--- config.mk ---
export PLATFORM = sky130hd
export DESIGN_NAME = multi_servo_slew_controller_unit
export DESIGN_NICKNAME = d
export VERILOG_FILES = /design/src/design/msc_pkg.sv /design/src/design/multi_servo_slew_controller_unit.sv /design/src/design/msc_datapath.sv /design/src/design/msc_ctrl.sv
export SDC_FILE = /design/constraint.sdc
export NUM_CORES = 2
export LEC_CHECK = 0
export BUFFER_PORTS_ARGS = -buffer_cell sky130_fd_sc_hd__buf_2
export CAP_MARGIN = 0
export CORE_MARGIN = 4
export CORE_UTILIZATION = 45
export CTS_BUF_LIST = sky130_fd_sc_hd__clkbuf_4 sky130_fd_sc_hd__clkbuf_8
export CTS_CLUSTER_SIZE = 16
export DETAILED_ROUTE_END_ITERATION = 10
export PLACE_DENSITY = 0.72
export SLEW_MARGIN = 20
export SYNTH_ARGS = -nofsm -noshare
export SYNTH_HDL_FRONTEND = slang
export SYNTH_SLANG_ARGS = --single-unit
--- constraint.sdc ---
create_clock -name aclk -period 15.2 [get_ports aclk]
set_input_delay 2.28 -clock aclk [delete_from_list [all_inputs] [get_ports aclk]]
set_output_delay 2.28 -clock aclk [all_outputs]
set_load 0.05 [all_outputs]
--- src/design/msc_pkg.sv ---
package msc_pkg;

    // Servo count and storage slots
    localparam int NUM_SERVOS = 6;
    localparam int SLOTS      = 6;

    // Field widths
    localparam int FUNC_W    = 3;
    localparam int IDX_W     = 3;
    localparam int ANGLE_W   = 8;
    localparam int STATUS_W  = 2;
    localparam int CHAN_W    = 4;
    localparam int PULSE_W   = 12;
    localparam int CFG_ADDR_W = 3;
    localparam int CFG_DATA_W = 48;

    // Pulse arithmetic widths
    localparam int SPAN_W  = PULSE_W + 1;
    localparam int PROD_W  = 22;
    localparam int MAG_W   = 20;
    localparam int QUOT_W  = 13;
    localparam int SUM_W   = 15;

    // Divide by full scale through a scaled reciprocal, exact for MAG_W-bit values
    localparam int FULL_SCALE_DEG = 180;
    localparam int DIV_SHIFT      = 28;
    localparam int RECIP_W        = 21;
    localparam longint unsigned DIV_RECIP =
        ((64'd1 << DIV_SHIFT) + FULL_SCALE_DEG - 1) / FULL_SCALE_DEG;
    localparam int MULT_W = MAG_W + RECIP_W;

    // Request function codes
    localparam logic [FUNC_W-1:0] FUNC_GO_MIN    = 3'd0;
    localparam logic [FUNC_W-1:0] FUNC_GO_MAX    = 3'd1;
    localparam logic [FUNC_W-1:0] FUNC_STOP      = 3'd2;
    localparam logic [FUNC_W-1:0] FUNC_SET_ANGLE = 3'd3;
    localparam logic [FUNC_W-1:0] FUNC_TICK      = 3'd4;

    // Result status codes
    localparam logic [STATUS_W-1:0] STATUS_OK        = 2'd0;
    localparam logic [STATUS_W-1:0] STATUS_BAD_INDEX = 2'd1;
    localparam logic [STATUS_W-1:0] STATUS_BAD_ANGLE = 2'd2;

    // Result kinds
    localparam logic KIND_ACK   = 1'b0;
    localparam logic KIND_PULSE = 1'b1;

    // Configuration register indexes
    localparam logic [CFG_ADDR_W-1:0] CFG_MIN_ANGLES  = 3'd0;
    localparam logic [CFG_ADDR_W-1:0] CFG_MAX_ANGLES  = 3'd1;
    localparam logic [CFG_ADDR_W-1:0] CFG_CHANNEL_MAP = 3'd2;
    localparam logic [CFG_ADDR_W-1:0] CFG_PULSE_MIN   = 3'd3;
    localparam logic [CFG_ADDR_W-1:0] CFG_PULSE_MAX   = 3'd4;

    // Configuration reset values
    localparam logic [SLOTS*ANGLE_W-1:0] MIN_ANGLES_RST  = 48'd65971872081925;
    localparam logic [SLOTS*ANGLE_W-1:0] MAX_ANGLES_RST  = 48'd127219959764645;
    localparam logic [SLOTS*CHAN_W-1:0]  CHANNEL_MAP_RST = 24'd12355376;
    localparam logic [PULSE_W-1:0]       PULSE_MIN_RST   = 12'd600;
    localparam logic [PULSE_W-1:0]       PULSE_MAX_RST   = 12'd2500;

    // Angle reset values
    localparam logic [ANGLE_W-1:0] RESET_ANGLE [SLOTS] =
        '{8'd90, 8'd90, 8'd90, 8'd90, 8'd90, 8'd80};

    typedef struct packed {
        logic [FUNC_W-1:0]  func;
        logic [IDX_W-1:0]   servo_index;
        logic [ANGLE_W-1:0] target_angle;
        logic               angle_valid;
    } req_t;

    typedef struct packed {
        logic                kind;
        logic [STATUS_W-1:0] status;
        logic [CHAN_W-1:0]   channel;
        logic [PULSE_W-1:0]  pulse_us;
        logic                last;
    } rsp_t;

    // Controller to datapath
    typedef struct packed {
        logic capture;
        logic do_ack;
        logic do_scan;
        logic do_step;
        logic do_mul;
        logic do_emit;
    } ctrl_cmd_t;

    // Datapath to controller
    typedef struct packed {
        logic in_is_cmd;
        logic in_is_tick;
        logic scan_none;
        logic out_free;
        logic last_move;
    } dp_stat_t;

    typedef enum logic [5:0] {
        ST_IDLE = 6'b000001,
        ST_ACK  = 6'b000010,
        ST_SCAN = 6'b000100,
        ST_STEP = 6'b001000,
        ST_MUL  = 6'b010000,
        ST_EMIT = 6'b100000
    } state_t;

endpackage

--- src/design/multi_servo_slew_controller_unit.sv ---
// Channel  Ports                            Carries
// -------  -------------------------------  ------------------------------------
// input    s_valid, s_ready, s_data         command or tick request (req_t)
// output   m_valid, m_ready, m_data         acknowledgement or pulse update (rsp_t)
// config   cfg_we, cfg_addr, cfg_wdata      limits, channel map, pulse range
//
// A command passes through the acknowledge state, which loads its acknowledgement into the
// output register once that register is free.
// A tick scans, going idle if no servo moves; otherwise each moving servo passes through step,
// reciprocal multiply and emit; the shared multiply path handles one servo at a time.
// One request is worked at a time; the input is ready again once the last result is loaded.
// A stalled output holds the controller in its acknowledge or emit state.
// Reset restores limits, channels, pulse range and all angles at once; no clearing pass.
module multi_servo_slew_controller_unit (
    input  logic                             aclk,
    input  logic                             aresetn,
    input  logic                             cfg_we,
    input  logic [msc_pkg::CFG_ADDR_W-1:0]   cfg_addr,
    input  logic [msc_pkg::CFG_DATA_W-1:0]   cfg_wdata,
    input  logic                             s_valid,
    output logic                             s_ready,
    input  msc_pkg::req_t                    s_data,
    output logic                             m_valid,
    input  logic                             m_ready,
    output msc_pkg::rsp_t                    m_data
);

    msc_pkg::ctrl_cmd_t cmd;
    msc_pkg::dp_stat_t  stat;

    // Sequencer
    msc_ctrl u_ctrl (
        .aclk    (aclk),
        .aresetn (aresetn),
        .s_valid (s_valid),
        .s_ready (s_ready),
        .stat    (stat),
        .cmd     (cmd)
    );

    // Angle state, pulse arithmetic and output register
    msc_datapath u_datapath (
        .aclk      (aclk),
        .aresetn   (aresetn),
        .cfg_we    (cfg_we),
        .cfg_addr  (cfg_addr),
        .cfg_wdata (cfg_wdata),
        .s_data    (s_data),
        .m_ready   (m_ready),
        .m_valid   (m_valid),
        .m_data    (m_data),
        .cmd       (cmd),
        .stat      (stat)
    );

endmodule

--- src/design/msc_datapath.sv ---
module msc_datapath (
    input  logic                             aclk,
    input  logic                             aresetn,
    input  logic                             cfg_we,
    input  logic [msc_pkg::CFG_ADDR_W-1:0]   cfg_addr,
    input  logic [msc_pkg::CFG_DATA_W-1:0]   cfg_wdata,
    input  msc_pkg::req_t                    s_data,
    input  logic                             m_ready,
    output logic                             m_valid,
    output msc_pkg::rsp_t                    m_data,
    input  msc_pkg::ctrl_cmd_t               cmd,
    output msc_pkg::dp_stat_t                stat
);

    // Configuration registers
    logic [msc_pkg::SLOTS*msc_pkg::ANGLE_W-1:0] min_angles_reg;
    logic [msc_pkg::SLOTS*msc_pkg::ANGLE_W-1:0] max_angles_reg;
    logic [msc_pkg::SLOTS*msc_pkg::CHAN_W-1:0]  channel_map_reg;
    logic [msc_pkg::PULSE_W-1:0]                pulse_min_reg;
    logic [msc_pkg::PULSE_W-1:0]                pulse_max_reg;

    // Servo state
    logic [msc_pkg::ANGLE_W-1:0] cur_angle_reg [msc_pkg::SLOTS];
    logic [msc_pkg::ANGLE_W-1:0] tgt_angle_reg [msc_pkg::SLOTS];

    // Work registers
    msc_pkg::req_t                     req_reg;
    logic [msc_pkg::IDX_W-1:0]         idx_reg;
    logic [msc_pkg::SLOTS-1:0]         mask_reg;
    logic signed [msc_pkg::PROD_W-1:0] prod_reg;
    logic [msc_pkg::QUOT_W-1:0]        quot_reg;
    logic                              neg_reg;
    logic                              out_valid_reg;
    msc_pkg::rsp_t                     out_data_reg;

    logic [msc_pkg::ANGLE_W-1:0]       sel_cur;
    logic [msc_pkg::ANGLE_W-1:0]       sel_tgt;
    logic [msc_pkg::ANGLE_W-1:0]       sel_lo;
    logic [msc_pkg::ANGLE_W-1:0]       sel_hi;
    logic [msc_pkg::CHAN_W-1:0]        sel_chan;
    logic                              idx_ok;
    logic [msc_pkg::SLOTS-1:0]         scan_mask;
    logic [msc_pkg::SLOTS-1:0]         mask_clr;
    logic [msc_pkg::ANGLE_W-1:0]       step_ang;
    logic signed [msc_pkg::SPAN_W-1:0] span;
    logic signed [msc_pkg::PROD_W-1:0] step_prod;
    logic signed [msc_pkg::PROD_W-1:0] prod_abs;
    logic [msc_pkg::MULT_W-1:0]        recip_prod;
    logic signed [msc_pkg::SUM_W-1:0]  quot_signed;
    logic signed [msc_pkg::SUM_W-1:0]  pulse_sum;
    logic [msc_pkg::PULSE_W-1:0]       pulse_sat;
    logic [msc_pkg::STATUS_W-1:0]      ack_status;
    logic                              ack_wr;
    logic [msc_pkg::ANGLE_W-1:0]       ack_val;
    logic                              out_free;
    logic                              out_load;
    msc_pkg::rsp_t                     out_data_next;
    logic                              out_valid_next;

    // Lowest servo still marked to move
    function automatic logic [msc_pkg::IDX_W-1:0] first_set(
        input logic [msc_pkg::SLOTS-1:0] m
    );
        logic [msc_pkg::IDX_W-1:0] r;
        r = '0;
        for (int i = msc_pkg::SLOTS - 1; i >= 0; i--) begin
            if (m[i]) begin
                r = msc_pkg::IDX_W'(i);
            end
        end
        return r;
    endfunction

    // Write configuration
    always_ff @(posedge aclk) begin
        if (!aresetn) begin
            min_angles_reg  <= msc_pkg::MIN_ANGLES_RST;
            max_angles_reg  <= msc_pkg::MAX_ANGLES_RST;
            channel_map_reg <= msc_pkg::CHANNEL_MAP_RST;
            pulse_min_reg   <= msc_pkg::PULSE_MIN_RST;
            pulse_max_reg   <= msc_pkg::PULSE_MAX_RST;
        end else if (cfg_we) begin
            unique case (cfg_addr)
                msc_pkg::CFG_MIN_ANGLES: begin
                    min_angles_reg <= cfg_wdata[msc_pkg::SLOTS*msc_pkg::ANGLE_W-1:0];
                end
                msc_pkg::CFG_MAX_ANGLES: begin
                    max_angles_reg <= cfg_wdata[msc_pkg::SLOTS*msc_pkg::ANGLE_W-1:0];
                end
                msc_pkg::CFG_CHANNEL_MAP: begin
                    channel_map_reg <= cfg_wdata[msc_pkg::SLOTS*msc_pkg::CHAN_W-1:0];
                end
                msc_pkg::CFG_PULSE_MIN: begin
                    pulse_min_reg <= cfg_wdata[msc_pkg::PULSE_W-1:0];
                end
                msc_pkg::CFG_PULSE_MAX: begin
                    pulse_max_reg <= cfg_wdata[msc_pkg::PULSE_W-1:0];
                end
                default: begin
                end
            endcase
        end
    end

    // Select the addressed servo
    always_comb begin
        sel_cur  = cur_angle_reg[idx_reg];
        sel_tgt  = tgt_angle_reg[idx_reg];
        sel_lo   = min_angles_reg[idx_reg*msc_pkg::ANGLE_W +: msc_pkg::ANGLE_W];
        sel_hi   = max_angles_reg[idx_reg*msc_pkg::ANGLE_W +: msc_pkg::ANGLE_W];
        sel_chan = channel_map_reg[idx_reg*msc_pkg::CHAN_W +: msc_pkg::CHAN_W];
        idx_ok   = idx_reg < msc_pkg::IDX_W'(msc_pkg::NUM_SERVOS);
    end

    // Mark every servo that moves on this tick
    always_comb begin
        logic [msc_pkg::ANGLE_W-1:0] lo;
        logic [msc_pkg::ANGLE_W-1:0] hi;
        for (int i = 0; i < msc_pkg::SLOTS; i++) begin
            lo = min_angles_reg[i*msc_pkg::ANGLE_W +: msc_pkg::ANGLE_W];
            hi = max_angles_reg[i*msc_pkg::ANGLE_W +: msc_pkg::ANGLE_W];
            scan_mask[i] = (i < msc_pkg::NUM_SERVOS) &&
                (((tgt_angle_reg[i] > cur_angle_reg[i]) && (cur_angle_reg[i] < hi)) ||
                 ((tgt_angle_reg[i] < cur_angle_reg[i]) && (cur_angle_reg[i] > lo)));
        end
    end

    // Drop the servo just emitted
    always_comb begin
        mask_clr          = mask_reg;
        mask_clr[idx_reg] = 1'b0;
    end

    // Step one degree and scale by the pulse span
    always_comb begin
        step_ang  = (sel_tgt > sel_cur) ? sel_cur + 8'd1 : sel_cur - 8'd1;
        span      = $signed({1'b0, pulse_max_reg}) - $signed({1'b0, pulse_min_reg});
        step_prod = $signed({1'b0, step_ang}) * span;
    end

    // Divide the magnitude by full scale through the reciprocal
    always_comb begin
        prod_abs   = prod_reg[msc_pkg::PROD_W-1] ? -prod_reg : prod_reg;
        recip_prod = msc_pkg::MULT_W'(prod_abs[msc_pkg::MAG_W-1:0]) *
                     msc_pkg::MULT_W'(msc_pkg::DIV_RECIP);
    end

    // Restore the sign, add the offset, saturate
    always_comb begin
        quot_signed = $signed({2'b00, quot_reg});
        if (neg_reg) begin
            quot_signed = -quot_signed;
        end
        pulse_sum = quot_signed + $signed({3'b000, pulse_min_reg});
        if (pulse_sum < 0) begin
            pulse_sat = '0;
        end else if (pulse_sum > $signed(msc_pkg::SUM_W'(4095))) begin
            pulse_sat = '1;
        end else begin
            pulse_sat = pulse_sum[msc_pkg::PULSE_W-1:0];
        end
    end

    // Decode the command request
    always_comb begin
        ack_status = msc_pkg::STATUS_OK;
        ack_wr     = 1'b0;
        ack_val    = sel_cur;
        if (!idx_ok) begin
            ack_status = msc_pkg::STATUS_BAD_INDEX;
        end else begin
            unique case (req_reg.func)
                msc_pkg::FUNC_GO_MIN: begin
                    ack_wr  = 1'b1;
                    ack_val = sel_lo;
                end
                msc_pkg::FUNC_GO_MAX: begin
                    ack_wr  = 1'b1;
                    ack_val = sel_hi;
                end
                msc_pkg::FUNC_STOP: begin
                    ack_wr  = 1'b1;
                    ack_val = sel_cur;
                end
                msc_pkg::FUNC_SET_ANGLE: begin
                    if (req_reg.angle_valid && (req_reg.target_angle >= sel_lo) &&
                        (req_reg.target_angle <= sel_hi)) begin
                        ack_wr  = 1'b1;
                        ack_val = req_reg.target_angle;
                    end else begin
                        ack_status = msc_pkg::STATUS_BAD_ANGLE;
                    end
                end
                default: begin
                end
            endcase
        end
    end

    // Update servo angles
    always_ff @(posedge aclk) begin
        if (!aresetn) begin
            for (int i = 0; i < msc_pkg::SLOTS; i++) begin
                cur_angle_reg[i] <= msc_pkg::RESET_ANGLE[i];
                tgt_angle_reg[i] <= msc_pkg::RESET_ANGLE[i];
            end
        end else begin
            if (cmd.do_step) begin
                cur_angle_reg[idx_reg] <= step_ang;
            end
            if (cmd.do_ack && ack_wr) begin
                tgt_angle_reg[idx_reg] <= ack_val;
            end
        end
    end

    // Track the servo being worked on
    always_ff @(posedge aclk) begin
        if (!aresetn) begin
            idx_reg  <= '0;
            mask_reg <= '0;
        end else begin
            if (cmd.capture) begin
                idx_reg <= s_data.servo_index;
            end else if (cmd.do_scan) begin
                idx_reg  <= first_set(scan_mask);
                mask_reg <= scan_mask;
            end else if (cmd.do_emit) begin
                idx_reg  <= first_set(mask_clr);
                mask_reg <= mask_clr;
            end
        end
    end

    // Hold the request and the arithmetic stages
    always_ff @(posedge aclk) begin
        if (cmd.capture) begin
            req_reg <= s_data;
        end
        if (cmd.do_step) begin
            prod_reg <= step_prod;
        end
        if (cmd.do_mul) begin
            quot_reg <= recip_prod[msc_pkg::DIV_SHIFT +: msc_pkg::QUOT_W];
            neg_reg  <= prod_reg[msc_pkg::PROD_W-1];
        end
    end

    // Output register
    assign out_free = !out_valid_reg || m_ready;
    assign out_load = cmd.do_ack || cmd.do_emit;

    always_comb begin
        out_data_next = out_data_reg;
        if (cmd.do_ack) begin
            out_data_next.kind     = msc_pkg::KIND_ACK;
            out_data_next.status   = ack_status;
            out_data_next.channel  = '0;
            out_data_next.pulse_us = '0;
            out_data_next.last     = 1'b1;
        end else if (cmd.do_emit) begin
            out_data_next.kind     = msc_pkg::KIND_PULSE;
            out_data_next.status   = msc_pkg::STATUS_OK;
            out_data_next.channel  = sel_chan;
            out_data_next.pulse_us = pulse_sat;
            out_data_next.last     = (mask_clr == '0);
        end
        if (out_load) begin
            out_valid_next = 1'b1;
        end else if (m_ready) begin
            out_valid_next = 1'b0;
        end else begin
            out_valid_next = out_valid_reg;
        end
    end

    always_ff @(posedge aclk) begin
        if (!aresetn) begin
            out_valid_reg <= 1'b0;
        end else begin
            out_valid_reg <= out_valid_next;
        end
        out_data_reg <= out_data_next;
    end

    assign m_valid = out_valid_reg;
    assign m_data  = out_data_reg;

    // Status back to the controller
    always_comb begin
        stat.in_is_cmd  = s_data.func <= msc_pkg::FUNC_SET_ANGLE;
        stat.in_is_tick = s_data.func == msc_pkg::FUNC_TICK;
        stat.scan_none  = scan_mask == '0;
        stat.out_free   = out_free;
        stat.last_move  = mask_clr == '0;
    end

`ifndef SYNTHESIS
    a_step_marked: assert property (@(posedge aclk) disable iff (!aresetn)
        cmd.do_step |-> mask_reg[idx_reg])
        else $error("step on a servo that is not marked to move");

    a_load_free: assert property (@(posedge aclk) disable iff (!aresetn)
        out_load |-> out_free)
        else $error("result loaded over an untaken result");

    a_ack_last: assert property (@(posedge aclk) disable iff (!aresetn)
        cmd.do_ack |=> (m_valid && m_data.last && (m_data.kind == msc_pkg::KIND_ACK)))
        else $error("acknowledgement not presented as a final result");
`endif

endmodule

--- src/design/msc_ctrl.sv ---
module msc_ctrl (
    input  logic                aclk,
    input  logic                aresetn,
    input  logic                s_valid,
    output logic                s_ready,
    input  msc_pkg::dp_stat_t   stat,
    output msc_pkg::ctrl_cmd_t  cmd
);

    msc_pkg::state_t state_reg;
    msc_pkg::state_t state_next;

    // Sequence one request at a time
    always_comb begin
        state_next = state_reg;
        cmd        = '0;
        s_ready    = 1'b0;
        unique case (state_reg)
            msc_pkg::ST_IDLE: begin
                s_ready = 1'b1;
                if (s_valid) begin
                    cmd.capture = 1'b1;
                    if (stat.in_is_cmd) begin
                        state_next = msc_pkg::ST_ACK;
                    end else if (stat.in_is_tick) begin
                        state_next = msc_pkg::ST_SCAN;
                    end
                end
            end
            msc_pkg::ST_ACK: begin
                if (stat.out_free) begin
                    cmd.do_ack = 1'b1;
                    state_next = msc_pkg::ST_IDLE;
                end
            end
            msc_pkg::ST_SCAN: begin
                cmd.do_scan = 1'b1;
                state_next  = stat.scan_none ? msc_pkg::ST_IDLE : msc_pkg::ST_STEP;
            end
            msc_pkg::ST_STEP: begin
                cmd.do_step = 1'b1;
                state_next  = msc_pkg::ST_MUL;
            end
            msc_pkg::ST_MUL: begin
                cmd.do_mul = 1'b1;
                state_next = msc_pkg::ST_EMIT;
            end
            msc_pkg::ST_EMIT: begin
                if (stat.out_free) begin
                    cmd.do_emit = 1'b1;
                    state_next  = stat.last_move ? msc_pkg::ST_IDLE : msc_pkg::ST_STEP;
                end
            end
            default: begin
                state_next = msc_pkg::ST_IDLE;
            end
        endcase
    end

    always_ff @(posedge aclk) begin
        if (!aresetn) begin
            state_reg <= msc_pkg::ST_IDLE;
        end else begin
            state_reg <= state_next;
        end
    end

`ifndef SYNTHESIS
    a_tick_scans: assert property (@(posedge aclk) disable iff (!aresetn)
        (s_valid && s_ready && stat.in_is_tick) |=> (state_reg == msc_pkg::ST_SCAN))
        else $error("tick request did not start a scan");

    a_step_mul: assert property (@(posedge aclk) disable iff (!aresetn)
        (state_reg == msc_pkg::ST_STEP) |=> (state_reg == msc_pkg::ST_MUL))
        else $error("step not followed by the divide stage");

    a_last_idle: assert property (@(posedge aclk) disable iff (!aresetn)
        ((state_reg == msc_pkg::ST_EMIT) && stat.out_free && stat.last_move) |=> s_ready)
        else $error("final pulse update did not free the input");
`endif

endmodule
**Yosys cells after proc, flatten, opt, wreduce, memory -nomap -nowiden**

Memory sizes are Yosys's and may differ from the RTL's. A register that Yosys moved wholly into a read port is not among the register bits.
Index checks and enable logic that the tools add are counted.
Widths: inputs -> output; s select.

- Register bits: 228
- RAM bits: 96
- Input bits: 71
- Logic and storage cells: 201
- Memories kept: 2

- Add/sub/neg operators: 6
- Multiply operators: 2
- Magnitude comparators: 33
- Equal/unequal tests: 18
- Shift-type cells: 3
- Muxes and demuxes: 71
- Bitwise logic cells: 3
- Reduce and logical (&&, ||, !) cells: 43

Memories:

| name | words | bits a word | rd ports | clocked after Yosys merged registers in | wr ports | RTL line | text |
|---|---|---|---|---|---|---|---|
| u_datapath.cur_angle_reg | 6 | 8 | 7 | 1 | 6 | msc_datapath.sv:23 | `logic [msc_pkg::ANGLE_W-1:0] cur_angle_reg [msc_pkg::SLOTS];` |
| u_datapath.tgt_angle_reg | 6 | 8 | 7 | 1 | 6 | msc_datapath.sv:24 | `logic [msc_pkg::ANGLE_W-1:0] tgt_angle_reg [msc_pkg::SLOTS];` |

Operators with widths:

| operator | count |
|---|---|
| $gt 8x8->1 | 13 |
| $lt 8x8->1 | 12 |
| $shiftx 48x7->8 | 2 |
| $mux 3 | 21 |
| $mux 6 | 7 |
| $mul 20x21->41 const B | 1 |
| $mux 8 | 5 |
| $mux 19 | 2 |
| $pmux 6 s6 | 1 |
| $mux 12 | 2 |
| $pmux 8 s3 | 1 |
| $shiftx 24x6->4 | 1 |
| $mux 1 | 23 |
| $mul 9x13->22 | 1 |
| $mux 20 | 1 |
| $neg 20->20 | 1 |
| $logic_and 1x1->1 | 16 |
| $reduce_or 8->1 | 2 |
| $add 15x13->15 | 1 |
| $gt 15x13->1 const B | 1 |
| $lt 15x1->1 const B | 1 |
| $mux 15 | 1 |
| $neg 13->15 | 1 |
| $sub 12x12->13 | 1 |
| 36 further kinds | 61 |

**Longest topological paths before layout**

- Depth in word-level cells: 17
- Depth in mapped cells: 42
- Mapped depth without buffers: 38

**Cells and area by module**

From an unflattened synthesis, not the netlist that was laid out.

- Cells, all modules: 3289
- Area, all modules: 30882.1 sq um

Modules (own cells, without submodules):

| module | instances | cells each | area each (sq um) |
|---|---|---|---|
| msc_datapath | 1 | 3237 | 30445.4 |
| msc_ctrl | 1 | 52 | 436.7 |

**Worst setup path before layout**

No wires, ideal clock.

- Path type: reg-to-reg
- From: register (tool-made name)
- To: register u_datapath.prod_reg[21] (netlist name) (data pin)
- Data arrival time: 9.013 ns
- Data required time: 14.940 ns
- Slack: 5.927 ns
- Cell stages (with the launch flop): 43
- Clock period less this slack: 9.273 ns
- Cell sequence: dfxtp_1 > buf_2 > buf_2 > buf_2 > buf_2 > mux4_2 > mux2_2 > ha_1 > nor2b_1 > o21a_1 > o21ai_0 > nand2b_1 > a21oi_1 > o21ai_0 > o31a_1 > inv_1 > ha_1 > nor2b_1 > [7 not listed] > ha_1 > inv_1 > fa_1 > inv_1 > fa_1 > inv_1 > fa_1 > inv_1 > ha_1 > nor3_1 > nor2b_1 > a311oi_1 > o41a_1 > a211oi_1 > o21ai_1 > a21o_1 > a21oi_1 > xnor2_1

RTL lines:

| item | RTL line | text |
|---|---|---|
| end signal: assignment | msc_datapath.sv:241 | `prod_reg <= step_prod;` |
| end: declaration | msc_datapath.sv:30 | `logic signed [msc_pkg::PROD_W-1:0] prod_reg;` |

==> flow_summary_export.csv <==
group,metric,value,unit
worst_setup_path,rrSetupSlack,5.08,ns
worst_setup_path,critPathArrivalTime,10.52,ns
cells_and_area,finalNetCount,4052,
global_route,grt_max_degree,70,
clocking,cts_tree,"yes",
worst_setup_path,crit_slowest_cell,"xor2_1",
global_route,grt_use_total,0.245,
place,place_congestion,0.970,
floorplan,die_w,269,µm
run_status,status,"finished, final reports clean",
timing,max_slew_margin,0.276,
synth,ys_warn_count,0,
synth,netlist_area,0.0307,mm²
synth,yosysTopAreaCell,"edfxtp_1",
clocking,holdBufCountCts,0,
global_route,overflow,0,
clocking,worstSkewPairLatency,0.70,ns
timing,fin_crit_sh,0.666,
clocking,ctsRootBufferMaster,"clkbuf_8",
timing,hold_slack,0.449,ns
worst_setup_path,cp.required,15.60,ns
floorplan,die_h,269,µm
route,viasPerCell,5.66,
synth,synthFlopType,"dfxtp_1",
worst_setup_path,cp-start-kind,"register",
synth,async_flop_share,0,
worst_setup_path,critical_path_class,"register to register",
timing,worst_clock_skew,0.0557,ns
clocking,ctsResizeCount,0,
clocking,cts_sinks,358,
timing,tightest_slew,1.09,ns
timing,report.final.slew_viol_count,0,
timing,hold_viol_final,0,
place,port_buffers,92,
route,drt_iter0_markers,2352,
worst_setup_path,path_delay_family,"compound AO/OA/AOI/OAI gates",
worst_setup_path,critPathMaxStageDelay,0.60,ns
cells_and_area,syn2layout_area_growth,8.74,%
clocking,post_cts_buffers,0,
worst_hold_path,min_path_cells,2,
synth,avgSynthCellArea,9.39,µm²
floorplan,start_util,0.455,
timing,tns,0,ns
synth,synth_common_cells,"inv_1 (514), nand2_1 (433), ha_1 (422)",
synth,ys_seq_elements,358,
clocking,path_clk_slew,0.07,ns
worst_setup_path,crit_path_end_kind,"register",
synth,synth_edf_count,177,
cells_and_area,fillers,6180,
floorplan,design.core.area,0.0674,mm²
clocking,htree_num_levels,2,
synth,netlist_top_cells_area,"edfxtp_1 (17%), ha_1 (17%), fa_1 (13%), dfxtp_1 (12%), inv_1 (6.3%)",
floorplan,placementRows,95,
synth,synth_cells,3268,
route,num_vias,24200,
clocking,cts.path.max_buffers,3,
route,antenna_violating_nets_post_route,0,
clocking,cts_buffers,59,
synth,ys_types,79,
timing,fmax,98.9,MHz
cells_and_area,multi_input_area,0.0194,mm²
job,cap_violations,0,
timing,fin_crit,10.12,ns
global_route,grt_pass1_wl,139,mm
route,post_drt_wl_per_cell,21.0,µm
worst_setup_path,critPathBufInv,6,
place,dp_hpwl,71.6,mm
route,wirelength,90.0,mm
global_route,grt_pass1_vias,23700,
worst_setup_path,worst-path-stages,38,
worst_setup_path,worstRegToRegCells,38,
route,drc,0,
cells_and_area,regArea,0.00894,mm²
synth,yosysMostFrequentCell,"inv_1",
worst_setup_path,crit_fanout,24,
global_route,grt_antenna_before_repair,3,
cells_and_area,drive_gt1_frac,0.0900,
floorplan,die_area,0.0724,mm²
worst_hold_path,hold_class,"register to register",
timing,setup_viol,0,
synth,synth_top_area_share,0.173,
timing,rsz0062_at_grt,"no",
route,first_pass_iters,5,
synth,synth-seq-area-share,0.291,
floorplan,ios,93,
==> cell families after synthesis <==
logic type / count (synthesis) / share of synthesized area
simple gates: 944 / 0.137
fa+ha+maj: 628 / 0.306
buf+inv: 623 / 0.0775
compound gates: 530 / 0.114
flops: 358 / 0.291
xor+xnor: 94 / 0.0279
mux: 90 / 0.0461
other cells: 1 / 0.000122
==> worst reg2reg max path: cells and delay by family, from the launching register on <==
family          cells  cell delay, ns
mux                 2            1.07
simple gates        5            0.53
fa+ha+maj           7            2.80
compound gates     16            2.98
buf+inv             6            1.28
xor+xnor            2            0.69
flops               1            0.50
==> layout make-up <==
cell class	count	share of cell area
Clock buffer	85	0.0328
Multi-Input combinational cell	2302	0.583
Antenna cell	2	0.000150
Inverter	516	0.0581
Tap cell	873	0.0327
Timing Repair Buffer	116	0.0192
Sequential cell	358	0.268
Clock inverter	24	0.00630
==> layout by cell type (no fill, tap or decap), types with 51 or more instances in the layout <==
cell type  count
buf_2         92
edfxtp_1     177
fa_1         206
inv_1        513
xnor2_1       71
a21o_1        52
dfxtp_1      178
o21ai_0       88
nor2_1       222
nand2_1      433
clkbuf_8      73
a21oi_1      186
nand2b_1      51
ha_1         422
==> metal layers <==
layer / global-route usage / wire (µm)
met5: 0 / 13
met4: 0.0744 / 2880
met2: 0.372 / 38500
met3: 0.0677 / 9740
met1: 0.345 / 38800
==> final timing paths <==
check	start	endpoint
max	register	u_datapath.prod_reg[21]
min	u_datapath.m_data[7]	u_datapath.m_data[7]
max reg2reg	register	u_datapath.prod_reg[21]
min reg2reg	u_datapath.m_data[7]	u_datapath.m_data[7]
==> through the flow <==
stage	util	instances	instance area [µm²]	worst slack (ns)
3_3_place_gp	0.476	4165	32100	5.41
3_5_place_dp	0.476	4165	32100	5.15
5_1_grt	0.495	4275	33400	4.29
4_1_cts	0.495	4274	33400	5.14
6_report	0.495	4276	33400	5.08
2_1_floorplan	-	3283	30700	5.93
Power is left out: the tool's default activity adds up to more than one toggle a clock period on the data nets, which glitch-free logic cannot reach.
